$ cat config.mk
export PLATFORM = sky130hd
export DESIGN_NAME = swd_line_shift_engine_top
export DESIGN_NICKNAME = d
export VERILOG_FILES = /design/src/rtl/swd_pkg.sv /design/src/rtl/swd_fifo.sv /design/src/rtl/swd_front.sv /design/src/rtl/swd_back.sv /design/src/rtl/swd_line_shift_engine_top.sv
export SDC_FILE = /design/constraint.sdc
export NUM_CORES = 1
export LEC_CHECK = 0
export BUFFER_PORTS_ARGS = -buffer_cell sky130_fd_sc_hd__buf_2
export CORE_MARGIN = 10
export CORE_UTILIZATION = 33
export CTS_CLUSTER_DIAMETER = 50
export DETAILED_ROUTE_END_ITERATION = 7
export PLACE_DENSITY = 0.49
export SETUP_SLACK_MARGIN = 0.1
export SLEW_MARGIN = 20
export SYNTH_ARGS = -nofsm -noshare
export SYNTH_HDL_FRONTEND = slang
export SYNTH_SLANG_ARGS = --single-unit
$ cat constraint.sdc
create_clock -name clk -period 14.51 [get_ports clk]
set_clock_uncertainty 0.15 [all_clocks]
set_input_delay 0.7255 -clock clk [delete_from_list [all_inputs] [get_ports clk]]
set_output_delay 0.7255 -clock clk [all_outputs]
set_load 0.02 [all_outputs]
$ cat src/rtl/swd_pkg.sv
// shared types and codes for the serial-wire debug line engine
package swd_pkg;

  // command codes as they arrive on the input channel
  localparam logic [2:0] CMD_SHIFT_OUT = 3'd0;
  localparam logic [2:0] CMD_SHIFT_IN  = 3'd1;
  localparam logic [2:0] CMD_IDLE      = 3'd2;
  localparam logic [2:0] CMD_SET_DIR   = 3'd3;
  localparam logic [2:0] CMD_SET_RST   = 3'd4;

  typedef enum logic [2:0] {
    K_NONE,
    K_SHIFT_OUT,
    K_SHIFT_IN,
    K_IDLE,
    K_SET_DIR,
    K_SET_RST,
    K_BAD
  } swd_kind_t;

  typedef enum logic [1:0] {
    PH_READY,
    PH_LOW,
    PH_HIGH
  } swd_phase_t;

  typedef enum logic [1:0] {
    ACT_OUT,
    ACT_IN,
    ACT_IDLE
  } swd_act_t;

  typedef struct packed {
    logic        cmd_valid;
    logic [2:0]  command;
    logic [31:0] bits;
    logic [7:0]  count;
    logic        level;
    logic        line_in;
  } swd_in_t;

  typedef struct packed {
    logic        clock_out;
    logic        data_out;
    logic        data_drive;
    logic        reset_low;
    logic        busy_res;
    logic        done_res;
    logic        rejected;
    logic [31:0] read_word;
  } swd_out_t;

  // decoded beat handed from the front to the line engine
  typedef struct packed {
    swd_kind_t   kind;
    logic [7:0]  n;
    logic [31:0] bits;
    logic        level;
    logic        line_in;
  } swd_op_t;

endpackage

$ cat src/rtl/swd_fifo.sv
// two-entry queue with registered status flags
module swd_fifo #(
  parameter int WIDTH = 8
) (
  input  logic             clk,
  input  logic             rst_n,
  input  logic             push,
  input  logic [WIDTH-1:0] din,
  output logic             full,
  input  logic             pop,
  output logic [WIDTH-1:0] dout,
  output logic             empty
);

  logic [WIDTH-1:0] mem_r [2];
  logic             wr_ptr_r, wr_ptr_nxt;
  logic             rd_ptr_r, rd_ptr_nxt;
  logic [1:0]       cnt_r, cnt_nxt;
  logic             do_push, do_pop;

  assign full    = (cnt_r == 2'd2);
  assign empty   = (cnt_r == 2'd0);
  assign do_push = push && !full;
  assign do_pop  = pop && !empty;
  assign dout    = mem_r[rd_ptr_r];

  always_comb begin
    wr_ptr_nxt = do_push ? ~wr_ptr_r : wr_ptr_r;
    rd_ptr_nxt = do_pop ? ~rd_ptr_r : rd_ptr_r;
    cnt_nxt    = cnt_r + {1'b0, do_push} - {1'b0, do_pop};
  end

  always_ff @(posedge clk) begin
    if (!rst_n) begin
      wr_ptr_r <= 1'b0;
      rd_ptr_r <= 1'b0;
      cnt_r    <= 2'd0;
    end else begin
      wr_ptr_r <= wr_ptr_nxt;
      rd_ptr_r <= rd_ptr_nxt;
      cnt_r    <= cnt_nxt;
    end
  end

  always_ff @(posedge clk) begin
    if (do_push) begin
      mem_r[wr_ptr_r] <= din;
    end
  end

endmodule

$ cat src/rtl/swd_front.sv
// input stage: takes a beat, classifies the command and saturates shift counts
module swd_front #(
  parameter int WORD_BITS = 32
) (
  input  logic             clk,
  input  logic             rst_n,
  input  logic             push,
  input  swd_pkg::swd_in_t in_data,
  output logic             full,
  output logic             op_valid,
  output swd_pkg::swd_op_t op,
  input  logic             op_full
);

  localparam logic [7:0] WordBitsN = 8'(WORD_BITS);

  logic             v_r, v_nxt;
  swd_pkg::swd_op_t op_r;
  swd_pkg::swd_op_t dec;
  logic             take, leave;
  logic [7:0]       n_sat;

  assign leave    = v_r && !op_full;
  assign full     = v_r && op_full;
  assign take     = push && !full;
  assign op_valid = v_r;
  assign op       = op_r;

  always_comb begin
    n_sat = (in_data.count > WordBitsN) ? WordBitsN : in_data.count;
    dec.bits    = in_data.bits;
    dec.level   = in_data.level;
    dec.line_in = in_data.line_in;
    dec.n       = n_sat;
    if (!in_data.cmd_valid) begin
      dec.kind = swd_pkg::K_NONE;
    end else begin
      unique case (in_data.command)
        swd_pkg::CMD_SHIFT_OUT: dec.kind = swd_pkg::K_SHIFT_OUT;
        swd_pkg::CMD_SHIFT_IN:  dec.kind = swd_pkg::K_SHIFT_IN;
        swd_pkg::CMD_IDLE: begin
          dec.kind = swd_pkg::K_IDLE;
          // idle clocks are not saturated
          dec.n    = in_data.count;
        end
        swd_pkg::CMD_SET_DIR:   dec.kind = swd_pkg::K_SET_DIR;
        swd_pkg::CMD_SET_RST:   dec.kind = swd_pkg::K_SET_RST;
        default:                dec.kind = swd_pkg::K_BAD;
      endcase
    end
  end

  always_comb begin
    v_nxt = take || (v_r && !leave);
  end

  always_ff @(posedge clk) begin
    if (!rst_n) begin
      v_r <= 1'b0;
    end else begin
      v_r <= v_nxt;
    end
  end

  always_ff @(posedge clk) begin
    if (take) begin
      op_r <= dec;
    end
  end

endmodule

$ cat src/rtl/swd_back.sv
// line engine: phase sequencer, bit shifter and pin state, one beat per tick
module swd_back #(
  parameter int WORD_BITS = 32
) (
  input  logic              clk,
  input  logic              rst_n,
  input  logic              cfg_wr_en,
  input  logic [15:0]       cfg_wr_data,
  input  logic              op_valid,
  input  swd_pkg::swd_op_t  op,
  output logic              op_pop,
  output logic              res_push,
  output swd_pkg::swd_out_t res,
  input  logic              res_full
);

  localparam int IdxW = (WORD_BITS > 1) ? $clog2(WORD_BITS) : 1;

  logic [15:0]          half_period_r;
  swd_pkg::swd_phase_t  phase_r, phase_nxt;
  swd_pkg::swd_act_t    act_r, act_nxt;
  logic [15:0]          tick_r, tick_nxt;
  logic [7:0]           idx_r, idx_nxt;
  logic [7:0]           total_r, total_nxt;
  logic [WORD_BITS-1:0] shift_r, shift_nxt;
  logic                 clk_r, clk_nxt;
  logic                 data_r, data_nxt;
  logic                 drive_r, drive_nxt;
  logic                 rst_r, rst_nxt;
  logic                 fire;
  logic [WORD_BITS+31:0] bits_ext;
  logic [WORD_BITS+31:0] rd_ext;

  assign fire     = op_valid && !res_full;
  assign op_pop   = fire;
  assign res_push = fire;

  always_comb begin
    phase_nxt = phase_r;
    act_nxt   = act_r;
    tick_nxt  = tick_r;
    idx_nxt   = idx_r;
    total_nxt = total_r;
    shift_nxt = shift_r;
    clk_nxt   = clk_r;
    data_nxt  = data_r;
    drive_nxt = drive_r;
    rst_nxt   = rst_r;
    bits_ext  = {{WORD_BITS{1'b0}}, op.bits};
    rd_ext    = '0;
    res       = '0;

    if (op.kind != swd_pkg::K_NONE) begin
      if (phase_r != swd_pkg::PH_READY) begin
        res.rejected = 1'b1;
      end else begin
        unique case (op.kind)
          swd_pkg::K_NONE: begin
          end
          swd_pkg::K_SHIFT_OUT, swd_pkg::K_SHIFT_IN, swd_pkg::K_IDLE: begin
            if (op.kind == swd_pkg::K_IDLE) begin
              data_nxt = 1'b1;
            end
            if (op.n == 8'd0) begin
              res.done_res = 1'b1;
            end else begin
              if (op.kind == swd_pkg::K_SHIFT_OUT) begin
                shift_nxt = bits_ext[WORD_BITS-1:0];
                data_nxt  = op.bits[0];
                act_nxt   = swd_pkg::ACT_OUT;
              end else if (op.kind == swd_pkg::K_SHIFT_IN) begin
                shift_nxt = '0;
                act_nxt   = swd_pkg::ACT_IN;
              end else begin
                act_nxt   = swd_pkg::ACT_IDLE;
              end
              total_nxt = op.n;
              idx_nxt   = 8'd0;
              tick_nxt  = 16'd0;
              phase_nxt = swd_pkg::PH_LOW;
              clk_nxt   = 1'b0;
            end
          end
          swd_pkg::K_SET_DIR: begin
            drive_nxt    = op.level;
            res.done_res = 1'b1;
          end
          swd_pkg::K_SET_RST: begin
            rst_nxt      = op.level;
            res.done_res = 1'b1;
          end
          swd_pkg::K_BAD: begin
            res.rejected = 1'b1;
          end
          default: begin
            res.rejected = 1'b1;
          end
        endcase
      end
    end

    // pins as held during this tick
    res.clock_out  = clk_nxt;
    res.data_out   = data_nxt;
    res.data_drive = drive_nxt;
    res.reset_low  = rst_nxt;
    res.busy_res   = (phase_nxt != swd_pkg::PH_READY);

    if (phase_nxt != swd_pkg::PH_READY) begin
      if (tick_nxt < half_period_r) begin
        tick_nxt = tick_nxt + 16'd1;
      end else begin
        tick_nxt = 16'd0;
        if (phase_nxt == swd_pkg::PH_LOW) begin
          // sample at the end of the low phase
          if (act_nxt == swd_pkg::ACT_IN) begin
            shift_nxt[idx_nxt[IdxW-1:0]] = op.line_in;
          end
          clk_nxt   = 1'b1;
          phase_nxt = swd_pkg::PH_HIGH;
        end else begin
          idx_nxt = idx_nxt + 8'd1;
          if (act_nxt == swd_pkg::ACT_OUT) begin
            shift_nxt = shift_nxt >> 1;
          end
          if (idx_nxt >= total_nxt) begin
            phase_nxt    = swd_pkg::PH_READY;
            res.done_res = 1'b1;
            if (act_nxt == swd_pkg::ACT_IN) begin
              rd_ext        = {32'd0, shift_nxt};
              res.read_word = rd_ext[31:0];
            end
          end else begin
            clk_nxt = 1'b0;
            if (act_nxt == swd_pkg::ACT_OUT) begin
              data_nxt = shift_nxt[0];
            end
            phase_nxt = swd_pkg::PH_LOW;
          end
        end
      end
    end
  end

  always_ff @(posedge clk) begin
    if (!rst_n) begin
      half_period_r <= 16'd0;
    end else if (cfg_wr_en) begin
      half_period_r <= cfg_wr_data;
    end
  end

  always_ff @(posedge clk) begin
    if (!rst_n) begin
      phase_r <= swd_pkg::PH_READY;
      act_r   <= swd_pkg::ACT_OUT;
      tick_r  <= 16'd0;
      idx_r   <= 8'd0;
      total_r <= 8'd0;
      shift_r <= '0;
      clk_r   <= 1'b0;
      data_r  <= 1'b1;
      drive_r <= 1'b1;
      rst_r   <= 1'b0;
    end else if (fire) begin
      phase_r <= phase_nxt;
      act_r   <= act_nxt;
      tick_r  <= tick_nxt;
      idx_r   <= idx_nxt;
      total_r <= total_nxt;
      shift_r <= shift_nxt;
      clk_r   <= clk_nxt;
      data_r  <= data_nxt;
      drive_r <= drive_nxt;
      rst_r   <= rst_nxt;
    end
  end

endmodule

$ cat src/rtl/swd_line_shift_engine_top.sv
// serial-wire debug line engine: front stage, command queue, line engine, result queue
//
// Each input beat is one tick of the debug line: the sampled SWDIO level plus
// an optional command (shift out, shift in, idle clocks, set direction, set reset).
// Every accepted beat yields exactly one result beat with the SWCLK, SWDIO,
// drive and reset pin levels for that tick, plus busy, done, rejected and the
// word collected by a shift-in.
// Input: a beat is taken when push is high and full is low.
// Output: the oldest result sits on out_data while empty is low and is taken
// when pop is high.
// cfg_wr_en/cfg_wr_data write half_period; write it only while the engine is idle.
// A beat passes the front register and the command queue; its result enters the result queue.
// Throughput: one beat per cycle; the engine takes one tick per cycle unless stalled.
// Reset puts the pins at clock low, data high, driving, target reset released,
// with half_period zero and both queues empty.
// When the receiver stalls, the result queue fills, the engine holds its state,
// and full rises once the command queue and front register are occupied.
module swd_line_shift_engine_top #(
  parameter int WORD_BITS = 32
) (
  input  logic              clk,
  input  logic              rst_n,
  input  logic              push,
  input  swd_pkg::swd_in_t  in_data,
  output logic              full,
  output logic              empty,
  input  logic              pop,
  output swd_pkg::swd_out_t out_data,
  input  logic              cfg_wr_en,
  input  logic [15:0]       cfg_wr_data
);

  localparam int OpW  = $bits(swd_pkg::swd_op_t);
  localparam int ResW = $bits(swd_pkg::swd_out_t);

  logic             fr_valid;
  swd_pkg::swd_op_t fr_op;
  logic             q_full, q_empty;
  logic [OpW-1:0]   q_dout;
  swd_pkg::swd_op_t q_op;
  logic             op_pop;
  logic             res_push, res_full;
  swd_pkg::swd_out_t res;
  logic [ResW-1:0]  res_dout;

  swd_front #(
    .WORD_BITS (WORD_BITS)
  ) u_front (
    .clk      (clk),
    .rst_n    (rst_n),
    .push     (push),
    .in_data  (in_data),
    .full     (full),
    .op_valid (fr_valid),
    .op       (fr_op),
    .op_full  (q_full)
  );

  swd_fifo #(
    .WIDTH (OpW)
  ) u_cmd_q (
    .clk   (clk),
    .rst_n (rst_n),
    .push  (fr_valid),
    .din   (fr_op),
    .full  (q_full),
    .pop   (op_pop),
    .dout  (q_dout),
    .empty (q_empty)
  );

  assign q_op = swd_pkg::swd_op_t'(q_dout);

  swd_back #(
    .WORD_BITS (WORD_BITS)
  ) u_back (
    .clk         (clk),
    .rst_n       (rst_n),
    .cfg_wr_en   (cfg_wr_en),
    .cfg_wr_data (cfg_wr_data),
    .op_valid    (!q_empty),
    .op          (q_op),
    .op_pop      (op_pop),
    .res_push    (res_push),
    .res         (res),
    .res_full    (res_full)
  );

  swd_fifo #(
    .WIDTH (ResW)
  ) u_res_q (
    .clk   (clk),
    .rst_n (rst_n),
    .push  (res_push),
    .din   (res),
    .full  (res_full),
    .pop   (pop),
    .dout  (res_dout),
    .empty (empty)
  );

  assign out_data = swd_pkg::swd_out_t'(res_dout);

endmodule
After elaboration in Yosys (flattened, before gate mapping). Memory sizes are Yosys's and may differ from the RTL's. A register that Yosys moved wholly into a read port is not among the register bits. Index checks and enable logic that the tools add are counted.

Bits in registers: 142. Bits in writable memories: 168. Input port bits: 67. Logic and storage cells: 178. Memories: 2.

Memories: u_cmd_q.mem_r (words 2, bits a word 45, rd ports 1, clocked after memory_dff 1, write ports 1, line swd_fifo.sv:15) `logic [WIDTH-1:0] mem_r [2];`; u_res_q.mem_r (words 2, bits a word 39, rd ports 1, clocked after memory_dff 1, write ports 1, line swd_fifo.sv:15).

Add/sub/neg operators: 6. Order comparisons: 5. Equal/unequal tests: 13. Muxes and demuxes: 97. Bitwise gates (word level): 4. Reductions and logical operators: 28.

Operators with widths (count): $mux W32 (16); $mux W8 (14); $mux W16 (6); $mux W1 (43); $bwmux W32 (1); $mux W2 (14); $add A16 B1 Y16 const B (1); $lt A16 B16 Y1 (1); $pmux W3 S5 (1); $eq A3 B2 Y1 const B (4); $eq A3 B3 Y1 const B (3); $logic_and A1 B1 Y1 (9); $add A8 B1 Y8 const B (1); $ge A8 B8 Y1 (1); $gt A8 B6 Y1 const B (1); $logic_not A8 Y1 (1); $eq A3 B1 Y1 const B (2); $logic_not A1 Y1 (6); $logic_not A2 Y1 (3); $logic_not A3 Y1 (2); $lt A5 B6 Y1 const B (1); $reduce_or A6 Y1 (1); $demux W1 S5 (1); $ge A5 B1 Y1 const B (1); 11 further kinds (19).

Depth between registers and ports, before layout. Gate-level depths: netlist of the first run.

Depth after elaboration: 14. Gate-level depth with buffers: 22. Gate-level depth less buffers: 16.

Hierarchy. Synthesis of the first run repeated with hierarchy kept, for this count alone.

Cell total of the unflattened synthesis: 1251. Area, all modules: 14770.4 µm².

By module, submodules not included: swd_back (instances 1, cells an instance 868, area an instance 6495.0 µm², seq. area each 1761.7 µm²); swd_fifo at u_cmd_q (instances 1, cells an instance 166, area an instance 3647.2 µm², seq. area each 2802.7 µm²); swd_fifo at u_res_q (instances 1, cells an instance 148, area an instance 3094.2 µm², seq. area each 2442.3 µm²); swd_front (instances 1, cells an instance 68, area an instance 1530.2 µm², seq. area each 1371.3 µm²); swd_line_shift_engine_top (instances 1, cells an instance 1, area an instance 3.8 µm², seq. area each 0.0 µm²).

Worst setup path after synthesis of the first run. Ideal clock, no wire load.

Path kind: flip-flop to flip-flop. From: mem u_cmd_q.mem_r[1][35] (netlist name). To: mem u_res_q.mem_r[0][9] (netlist name), data pin. Setup time: 270 ps. Arrival time: 4399 ps. Required time: 14090 ps. Slack: 9690 ps. Cell stages (with the launch flop): 21. Buffers on the path: 6. Clock period less this slack: 4820 ps. Cell sequence: edfxtp_1 -> or4b_1 -> o22a_2 -> o21ai_2 -> buf_4 -> buf_2 -> clkbuf_1 -> and2_1 -> ha_1 -> clkbuf_1 -> nand4_1 -> xor2_1 -> nor2_1 -> ha_1 -> a2111oi_0 -> nor2b_1 -> a221o_1 -> or3_1 -> buf_2 -> buf_2 -> nor2_1.

RTL lines (line): from (decl) (swd_fifo.sv:15); to (decl) (swd_fifo.sv:15).

==> results.sh, run 1 <==
export IMPL_crit_path_end_kind="flip-flop"
export IMPL_drcViolationCount=0
export IMPL_synth_fp_nets=1376
export IMPL_cts_root_buf="clkbuf_16"
export IMPL_max_freq_mhz=163.3
export IMPL_cpPeakStageDelay_ps=830
export IMPL_cp_slowest_cell="or3_1"
export IMPL_rsz0062_at_grt="no"
export IMPL_vias=10547
export IMPL_holdCritStartpoint="in_data[17]"
export IMPL_cts_tree="built"
export IMPL_wirelength_um=40120
export IMPL_grt_overflow=0
export IMPL_antennaDiodeCount=0
export IMPL_ys_async_sr_fraction_pct=0
export IMPL_yosysMostFrequentCell="edfxtp_1"
export IMPL_netlist_area_leader_share_pct=43.78
export IMPL_crit_required_ps=14600
export IMPL_grt_pass1_vias=10490
export IMPL_yosys_cell_types_count=91
export IMPL_core_mm2=0.04403
export IMPL_clock_sink_count=312
export IMPL_crit_buf_inv=3
export IMPL_clkLatencyLatePin_ps=550
export IMPL_dieArea_mm2=0.05309
export IMPL_grt_pass1_wl_um=62250
export IMPL_fin_tns_setup_ps=0
export IMPL_dp_hpwl_um=26990
export IMPL_dpl_cell_count=1918
export IMPL_drv_cap=0
export IMPL_hold_end="u_front.op[9]"
export IMPL_die_width_um=230.4
export IMPL_syn_cell_area_mm2=0.01461
export IMPL_ys_top_cells_by_count="edfxtp_1 (213), nor2_1 (133), dfxtp_1 (99)"
export IMPL_critPathKind="reg -> reg"
export IMPL_crit_chain="buf_4 -> or3b_2 -> and4_4 -> o21ai_2 -> buf_4 -> nand2_1 -> inv_1 -> ha_1 -> nand3_1 -> xor2_1 -> nor2_1 -> ha_1 -> a2111oi_0 -> nor2b_1 -> a221o_1 -> or3_1 -> nor3_1"
export IMPL_setup_viol=0
export IMPL_ys_seq_area_share_pct=57.34
export IMPL_seqCellArea_mm2=0.008381
export IMPL_grt_max_degree=52
export IMPL_ios=108
export IMPL_antenna_found_initial=1
export IMPL_busiest_layer="met2"
export IMPL_htree_levels=2
export IMPL_gr_usage_met1_pct=20.26
export IMPL_cts_max_path_buffers=3
export IMPL_multiInputGateArea_mm2=0.005778
export IMPL_reg2reg_depth=17
export IMPL_rows=77
export IMPL_max_slew_margin_pct=28.34
export IMPL_drive_gt1_share_pct=20.84
export IMPL_synth_area_per_cell_um2=11.44
export IMPL_cts_inserted_buffers=42
export IMPL_leakage_nw=5.985
export IMPL_synth_cells=1277
export IMPL_hold_buffers=0
export IMPL_fin_util_pct=38.91
export IMPL_fin_cells=1993
export IMPL_holdCritPathClass="in -> reg"
export IMPL_place_area_mm2=0.01573
export IMPL_path_max_fanout=51
export IMPL_worstHoldPathCells=1
export IMPL_worstSetupStartpointType="flip-flop"
export IMPL_yosysTopAreaCell="edfxtp_1"
export IMPL_synthTopCellsByArea="edfxtp_1 (44%), dfxtp_1 (14%), mux2_2 (5.0%)"
export IMPL_fin_crit_ps=6123
export IMPL_p_per_area_mw_per_mm2=185.4
export IMPL_slew_violations=0
export IMPL_area_growth_pct=17.25
export IMPL_ant_nets=0
export IMPL_nets=1469
export IMPL_synth_flop_cell="edfxtp_1"
export IMPL_outcome="finished clean"
export IMPL_cts_resized=0
export IMPL_die_h_um=230.4
export IMPL_grtUsageMet2_pct=22.21
export IMPL_synth_edf_count=213
export IMPL_ys_ff_latch=312
export IMPL_drtIter0Drc=746
export IMPL_place_congestion=0.8800
export IMPL_grt_usage_pct=14.82
export IMPL_wl_per_cell_um=20.13
export IMPL_start_util_pct=33.18
export IMPL_critPathTopFamily="simple AND/OR/NAND/NOR gates"
export IMPL_post_cts_setup_buffers=0
export IMPL_use_met3_pct=3.839
export IMPL_worst_pin_slew_ps=1064
export IMPL_finalCritPeriodShare_pct=42.20
export IMPL_max_vdd_ir_drop_mv=0.07941
export IMPL_reg2reg_to="u_res_q.mem_r[0][26]"
export IMPL_yosysWarnings=0
export IMPL_num_fill_cells=4338
export IMPL_report_final_hold_viol_count=0
export IMPL_first_pass_iters=5
export IMPL_r2r_setup_slack_ps=8390
export IMPL_fin_area_mm2=0.01713
export IMPL_clk_pin_slew_ps=60
export IMPL_vias_per_cell=5.292
export IMPL_io_buffers=107
export IMPL_worstPathArrival_ps=6210
## worst max-delay path by stage
stage,from,to,slack [ps],cells past startpoint
after detailed placement,flip-flop,u_res_q.mem_r[0][26],8400,17
after floorplan,u_cmd_q.mem_r[1][35],u_res_q.mem_r[0][9],9690,20
after global placement,flip-flop,u_res_q.mem_r[0][26],8520,17
final,flip-flop,u_res_q.mem_r[0][26],8390,17
after global routing,flip-flop,u_res_q.mem_r[0][26],7820,17
after CTS,flip-flop,u_res_q.mem_r[1][7],8360,17
## state kept, by name (all words and copies together), names as in the netlist, named ones only
| register | count |
|---|---|
| u_back.rst_r | 1 |
| u_back.act_r | 2 |
| u_front.op | 45 |
| u_back.phase_r | 2 |
| u_back.idx_r | 8 |
| u_back.shift_r | 32 |
| u_cmd_q.mem_r | 90 |
| u_cmd_q.wr_ptr_r | 1 |
| u_res_q.mem_r | 78 |
| u_front.op_valid | 1 |
| u_back.half_period_r | 16 |
| u_back.clk_r | 1 |
| u_back.total_r | 8 |
| u_back.data_r | 1 |
| u_res_q.cnt_r | 2 |
| u_res_q.wr_ptr_r | 1 |
| u_back.tick_r | 16 |
| u_cmd_q.cnt_r | 2 |
| u_res_q.rd_ptr_r | 1 |
| u_back.drive_r | 1 |
| u_cmd_q.rd_ptr_r | 1 |
## final cells by class
class / instances / share of cell area [%]
clock buffer: 49 / 6.661
clock inverter: 26 / 1.505
inverter: 35 / 0.7669
multi-input combinational: 850 / 33.73
sequential: 312 / 48.92
tap: 592 / 4.324
timing repair buffer: 129 / 4.090
## through the flow
stage,setup slack [ps],total power [W],hold slack [ps]
2_1_floorplan,9690,0.001845,270.1
3_3_place_gp,8521,0.002161,276.0
3_5_place_dp,8399,0.002166,280.6
4_1_cts,8355,0.003212,158.9
5_1_grt,7825,0.003342,175.8
6_report,8387,0.003176,199.8
## layer usage
| layer | wire length [um] | share of wire [%] | vias up |
|---|---|---|---|
| met3 | 2742 | 6.8 | 67 |
| met4 | 959 | 2.4 | 2 |
| li1 | - | - | 5017 |
| met5 | 20 | 0.050 | - |
| met1 | 18840 | 47 | 5125 |
| met2 | 17560 | 44 | 336 |
## power by group
group	switching (W)	internal (W)	leakage (nW)
clock network	0.000402	0.000625	0.668
registers	0.0000690	0.00112	2.81
logic	0.000652	0.000312	2.50
## layout by cell type, fill, tap and decap left out, types with 11 or more instances in the layout
master,count
nand3_1,38
buf_2,107
nand2_1,71
and2_1,26
dfxtp_1,97
ha_1,32
mux2i_1,43
clkbuf_16,45
edfxtp_1,213
a31oi_1,24
nor2b_1,13
nand4_1,18
and3_1,15
nor2_1,130
inv_1,34
a21oi_1,69
buf_4,22
or3_1,12
nor3_1,21
o21ai_0,56
mux2_2,65
xnor2_1,11
a22oi_1,33
## logic make-up (layout without fill, tap and decap cells)
family / count (synthesis) / in the layout / synth area share (%)
multiplexers: 112 / 112 / 8.264
buffers and inverters: 115 / 239 / 3.374
XOR/XNOR: 18 / 18 / 1.079
AND/OR/NAND/NOR: 387 / 387 / 12.97
AO/OA/AOI/OAI: 301 / 301 / 14.23
adder cells (fa/ha/maj): 32 / 32 / 2.740
flip-flops: 312 / 312 / 57.34
Power figures use the tool's default switching activity.
==> inputs of run 2 (changes only) <==
--- a/config.mk
+++ b/config.mk
@@ -10,7 +10,7 @@
 export CORE_UTILIZATION = 33
 export CTS_CLUSTER_DIAMETER = 50
 export DETAILED_ROUTE_END_ITERATION = 7
-export PLACE_DENSITY = 0.49
+export PLACE_DENSITY = 0.51
 export SETUP_SLACK_MARGIN = 0.1
 export SLEW_MARGIN = 20
 export SYNTH_ARGS = -nofsm -noshare
==> constraint.sdc (replaced) <==
create_clock -name clk -period 5.35 [get_ports clk]
set_clock_uncertainty 0.15 [all_clocks]
set_input_delay 0.2675 -clock clk [delete_from_list [all_inputs] [get_ports clk]]
set_output_delay 0.2675 -clock clk [all_outputs]
set_load 0.02 [all_outputs]
==> results.sh, run 2 (synthesized netlist as in run 1, its figures left out) <==
export IMPL_grt_pass1_wl_um=63960
export IMPL_clock_sink_count=312
export IMPL_dieArea_mm2=0.05309
export IMPL_worstHoldPathCells=2
export IMPL_ios=108
export IMPL_grt_pass1_vias=10834
export IMPL_clk_pin_slew_ps=60
export IMPL_reg2reg_depth=14
export IMPL_max_freq_mhz=204.8
export IMPL_holdCritPathClass="in -> reg"
export IMPL_largest_reg_flops=90
export IMPL_holdCritStartpoint="rst_n"
export IMPL_post_cts_setup_buffers=0
export IMPL_reg2reg_to="u_res_q.mem_r[1][25]"
export IMPL_final_common_cell="edfxtp_1"
export IMPL_dp_hpwl_um=28150
export IMPL_critPathTopFamily="simple AND/OR/NAND/NOR gates"
export IMPL_die_width_um=230.4
export IMPL_worstPathArrival_ps=5120
export IMPL_antennaDiodeCount=0
export IMPL_cts_tree="built"
export IMPL_drive_gt1_share_pct=20.01
export IMPL_vias=10858
export IMPL_area_growth_pct=21.54
export IMPL_antenna_found_initial=0
export IMPL_cpPeakStageDelay_ps=490
export IMPL_fin_crit_ps=4882
export IMPL_critPathKind="reg -> reg"
export IMPL_dp_slack_ps=132.2
export IMPL_crit_buf_inv=2
export IMPL_drv_cap=0
export IMPL_crit_required_ps=5580
export IMPL_grt_usage_pct=15.10
export IMPL_first_pass_iters=5
export IMPL_grt_overflow=0
export IMPL_slew_violations=0
export IMPL_cts_max_path_buffers=3
export IMPL_worst_pin_slew_ps=1067
export IMPL_die_h_um=230.4
export IMPL_cts_root_buf="clkbuf_16"
export IMPL_crit_chain="mux2i_1 -> and4_4 -> o21ai_2 -> buf_4 -> and2_1 -> ha_1 -> nand4_1 -> or2_2 -> o21ai_0 -> a311o_1 -> nand2_2 -> buf_12 -> or3_1 -> nor2_1"
export IMPL_nets=1541
export IMPL_io_buffers=107
export IMPL_max_vdd_ir_drop_mv=0.1935
export IMPL_final_cell_mix="edfxtp_1 (213), nor2_1 (131), buf_2 (107)"
export IMPL_grt_max_degree=46
export IMPL_hold_end="u_back.drive_r"
export IMPL_vias_per_cell=5.256
export IMPL_finalCritPeriodShare_pct=91.26
export IMPL_wirelength_um=40940
export IMPL_path_max_fanout=42
export IMPL_drcViolationCount=0
export IMPL_leakage_nw=6.276
export IMPL_max_slew_margin_pct=28.42
export IMPL_rsz0062_at_grt="no"
export IMPL_htree_levels=2
export IMPL_cp_slowest_cell="or3_1"
export IMPL_outcome="finished clean"
export IMPL_p_per_area_mw_per_mm2=480.0
export IMPL_crit_path_end_kind="flip-flop"
export IMPL_worstSetupStartpointType="flip-flop"
export IMPL_start_util_pct=33.18
export IMPL_cts_inserted_buffers=40
export IMPL_fin_tns_setup_ps=0
export IMPL_place_congestion=0.9270
export IMPL_clkLatencyLatePin_ps=550
export IMPL_wl_per_cell_um=19.82
export IMPL_core_mm2=0.04403
export IMPL_ant_nets=0
export IMPL_report_final_hold_viol_count=0
export IMPL_rows=77
export IMPL_setup_viol=0
export IMPL_r2r_setup_slack_ps=470
export IMPL_top_register="u_cmd_q.mem_r"
export IMPL_setup_slack_ps=467.7
export IMPL_power_w=0.008524
export IMPL_drtIter0Drc=991
## run 2: cell types whose count changed in the layout (fill, tap and decap cells not counted), moves of 2 or more
cell / previous run / this run
clkbuf_1: 4 / 6
inv_8: 2 / 4
clkinv_1: 4 / 7
clkinvlp_4: 6 / 1
dlygate4sd3_1: 0 / 66
clkbuf_16: 45 / 41
buf_4: 22 / 29
clkinv_4: 1 / 3
## run 2: worst max path at each step
stage	end	slack, ps	depth (start not counted)
floorplan	u_res_q.mem_r[0][9]	530	20
detailed placement	u_res_q.mem_r[0][26]	130	13
finish	u_res_q.mem_r[1][25]	470	14
global route	u_res_q.mem_r[1][25]	110	14
global placement	u_res_q.mem_r[0][26]	360	13
CTS	u_res_q.mem_r[0][26]	120	13
## run 2: through the flow
stage / cells / instance area [um2] / hold WS, ps / util, %
CTS: 2066 / 17750 / 62.90 / 40.31
floorplan: 1277 / 14610 / 216.4 / -
global placement: 1926 / 15790 / 276.4 / 35.87
global route: 2066 / 17760 / 87.53 / 40.33
detailed placement: 1926 / 15790 / 280.4 / 35.87
finish: 2066 / 17760 / 82.34 / 40.33
## run 2: routing by layer
layer  wire length, um  share of wire [%]  up-vias  track usage [%]
met1             19680                 48     5252            21.51
met4               904                2.2        0            4.584
met2             17940                 44      342            23.04
met5                 0                  0        -                0
met3              2408                5.9       65            2.539
li1                  -                  -     5199                -
## run 2: final cells by class
class                   count  area (um2)
fillers                  4285       26270
flip-flops and latches    312        8381
multi-input cells         850        5776
repair buffers            203        1434
clock buffers              48        1062
well taps                 592       740.7
clock inverters            26       232.7
inverters                  35       131.4
## run 2: worst register-to-register path, delay by kind of cell (launching register included)
| family | cells | cell delay [ps] |
|---|---|---|
| and+or+nand+nor | 7 | 2050 |
| AOI/OAI and AO/OA | 3 | 790 |
| buffers and inverters | 2 | 520 |
| DFF | 1 | 450 |
| muxes | 1 | 450 |
| adders and majority gates | 1 | 320 |
## run 2: what timing repair did
action / CTS / global route
hold endpoints to repair: 62 / 0
setup endpoints to repair: 0 / 65
hold buffers: 66 / 0
resized for setup: 0 / 3
## run 2: report_power, final
part           internal (W)  total (W)  switching (W)
sequential          0.00303    0.00322       0.000195
combinational      0.000901    0.00269        0.00178
clock               0.00154    0.00262        0.00107
==> inputs of run 3 (changes only) <==
--- a/config.mk
+++ b/config.mk
@@ -5,6 +5,7 @@
 export SDC_FILE = /design/constraint.sdc
 export NUM_CORES = 1
 export LEC_CHECK = 0
+export ABC_AREA = 1
 export BUFFER_PORTS_ARGS = -buffer_cell sky130_fd_sc_hd__buf_2
 export CORE_MARGIN = 10
 export CORE_UTILIZATION = 33
==> results.sh, run 3 <==
export IMPL_post_cts_setup_buffers=0
export IMPL_drtIter0Drc=885
export IMPL_clk_pin_slew_ps=60
export IMPL_cts_tree="built"
export IMPL_worst_pin_slew_ps=1084
export IMPL_rsz0062_at_grt="no"
export IMPL_ys_seq_area_share_pct=54.79
export IMPL_yosysTopAreaCell="edfxtp_1"
export IMPL_core_mm2=0.04558
export IMPL_yosysMostFrequentCell="nand2_1"
export IMPL_largest_reg_flops=90
export IMPL_report_final_hold_viol_count=0
export IMPL_cts_inserted_buffers=40
export IMPL_yosysWarnings=0
export IMPL_clkLatencyLatePin_ps=570
export IMPL_leakage_nw=7.344
export IMPL_vias_per_cell=4.857
export IMPL_ys_ff_latch=312
export IMPL_grt_usage_pct=14.09
export IMPL_cts_max_path_buffers=3
export IMPL_die_width_um=235.3
export IMPL_final_common_cell="nand2_1"
export IMPL_synth_cells=1600
export IMPL_wl_met2_um=18040
export IMPL_max_freq_mhz=212.1
export IMPL_p_per_area_mw_per_mm2=623.2
export IMPL_yosys_cell_types_count=59
export IMPL_critPathKind="reg -> reg"
export IMPL_top_register="u_cmd_q.mem_r"
export IMPL_drcViolationCount=0
export IMPL_synth_flop_cell="edfxtp_1"
export IMPL_crit_required_ps=5560
export IMPL_dieArea_mm2=0.05535
export IMPL_die_h_um=235.3
export IMPL_ys_top_cells_by_count="nand2_1 (219), edfxtp_1 (213), inv_1 (201)"
export IMPL_fin_cells=2388
export IMPL_setup_viol=0
export IMPL_ios=108
export IMPL_ant_nets=0
export IMPL_synthTopCellsByArea="edfxtp_1 (42%), dfxtp_1 (13%), nand2_1 (5.4%)"
export IMPL_place_congestion=0.8358
export IMPL_num_fill_cells=4472
export IMPL_synth_area_per_cell_um2=9.557
export IMPL_crit_path_end_kind="flip-flop"
export IMPL_holdCritPathClass="in -> reg"
export IMPL_rows=78
export IMPL_io_buffers=107
export IMPL_grt_pass1_wl_um=63820
export IMPL_grt_pass1_vias=11340
export IMPL_place_area_mm2=0.01633
export IMPL_start_util_pct=33.55
export IMPL_synth_fp_nets=1699
export IMPL_top_layer_used="met4"
export IMPL_met3_wirelength_um=2114
export IMPL_grt_overflow=0
export IMPL_htree_levels=2
export IMPL_slew_violations=0
export IMPL_synth_edf_count=213
export IMPL_wirelength_um=40160
export IMPL_drv_cap=0
export IMPL_area_growth_pct=20.29
export IMPL_syn_cell_area_mm2=0.01529
export IMPL_max_vdd_ir_drop_mv=0.2783
export IMPL_worstPathArrival_ps=4920
export IMPL_cts_root_buf="clkbuf_16"
export IMPL_fin_crit_ps=4714
export IMPL_vias=11598
export IMPL_ys_async_sr_fraction_pct=0
export IMPL_antenna_found_initial=1
export IMPL_first_pass_iters=5
export IMPL_dpl_cell_count=2245
export IMPL_clock_sink_count=312
export IMPL_max_slew_margin_pct=27.64
export IMPL_final_cell_mix="nand2_1 (219), edfxtp_1 (213), inv_1 (200)"
export IMPL_grt_max_degree=81
export IMPL_path_max_fanout=40
export IMPL_fin_tns_setup_ps=0
export IMPL_wirelength_met1_um=19300
export IMPL_dp_hpwl_um=26950
export IMPL_nets=1855
export IMPL_fin_area_mm2=0.01839
export IMPL_finalCritPeriodShare_pct=88.11
export IMPL_wl_per_cell_um=16.82
export IMPL_drive_gt1_share_pct=17.35
export IMPL_outcome="finished clean"
export IMPL_worstSetupStartpointType="flip-flop"
export IMPL_netlist_area_leader_share_pct=41.83
-- run 3: critical path: stages, from the launching register on --
cell and delay (ps):
dfxtp_2 420, buf_6 360, nand2_1 160, nand2_1 90
nand2_1 50, nor2_1 140, nand2_2 110, nand2_4 220
inv_2 70, nor2_1 230, ha_1 330, inv_1 160
o21ai_0 280, inv_1 90, ha_1 280, nand2_1 40
nor2_1 130, nand4_1 90, and3_1 260, nor2_2 190
nand2_2 260, nor3b_1 390
-- run 3: cells by family after synthesis --
| kind of cell | count (synthesis) | share of synthesized area, % |
|---|---|---|
| fa+ha+maj | 32 | 2.618 |
| mux | 56 | 3.985 |
| simple gates | 511 | 15.78 |
| compound gates | 387 | 13.99 |
| xor+xnor | 8 | 0.4582 |
| flops | 312 | 54.79 |
| buf+inv | 294 | 8.379 |
-- run 3: repair_timing --
action | in CTS | in global routing
hold buffers | 69 | 0
endpoints found under the hold margin | 62 | 0
endpoints found under the setup margin | 0 | 29
resized for setup | 0 | 2
-- run 3: through the flow --
| step | total power [W] | setup WS, ps | util, % | hold WS, ps |
|---|---|---|---|---|
| after global routing | 0.01229 | 216.7 | 40.36 | 44.22 |
| final | 0.01146 | 635.9 | 40.36 | 23.87 |
| after floorplan | 0.007320 | 1433 | - | 216.4 |
| after global placement | 0.008631 | 491.2 | 35.71 | 276.5 |
| after CTS | 0.01153 | 277.9 | 40.33 | 8.740 |
| after detailed placement | 0.008708 | 291.0 | 35.83 | 281.0 |
-- run 3: where the power goes --
part | total, W | switching, W | internal (W) | leakage (nW)
clock | 0.00274 | 0.00110 | 0.00163 | 0.663
sequential | 0.00344 | 0.000243 | 0.00319 | 2.82
combinational | 0.00529 | 0.00367 | 0.00162 | 3.86
total | 0.0115 | 0.00502 | 0.00644 | 7.34
-- run 3: path summary, 6_finish.rpt --
kind / startpoint / end / cells past startpoint / slack (ps)
max: flip-flop / u_res_q.mem_r[0][24] / 21 / 640
min: in_data[43] / u_front.op[42] / 4 / 20
min reg2reg: u_front.op[10] / u_cmd_q.mem_r[1][10] / 0 / 290
max reg2reg: flip-flop / u_res_q.mem_r[0][24] / 21 / 640
-- run 3: cell type report --
class | instances | area [um2] | share of cell area [%]
clock buffer | 49 | 1045 | 5.680
inverter | 214 | 805.8 | 4.381
tap | 600 | 750.7 | 4.081
multi-input combinational | 994 | 5673 | 30.84
sequential | 312 | 8381 | 45.56
timing repair buffer | 194 | 1418 | 7.707
clock inverter | 24 | 319.1 | 1.735
antenna | 1 | 2.502 | 0.01360
-- run 3: layer usage --
layer	track usage, %	up-vias
li1	-	5780
met1	20.04	5495
met2	21.59	270
met3	2.483	53
met4	3.719	0
met5	0	-
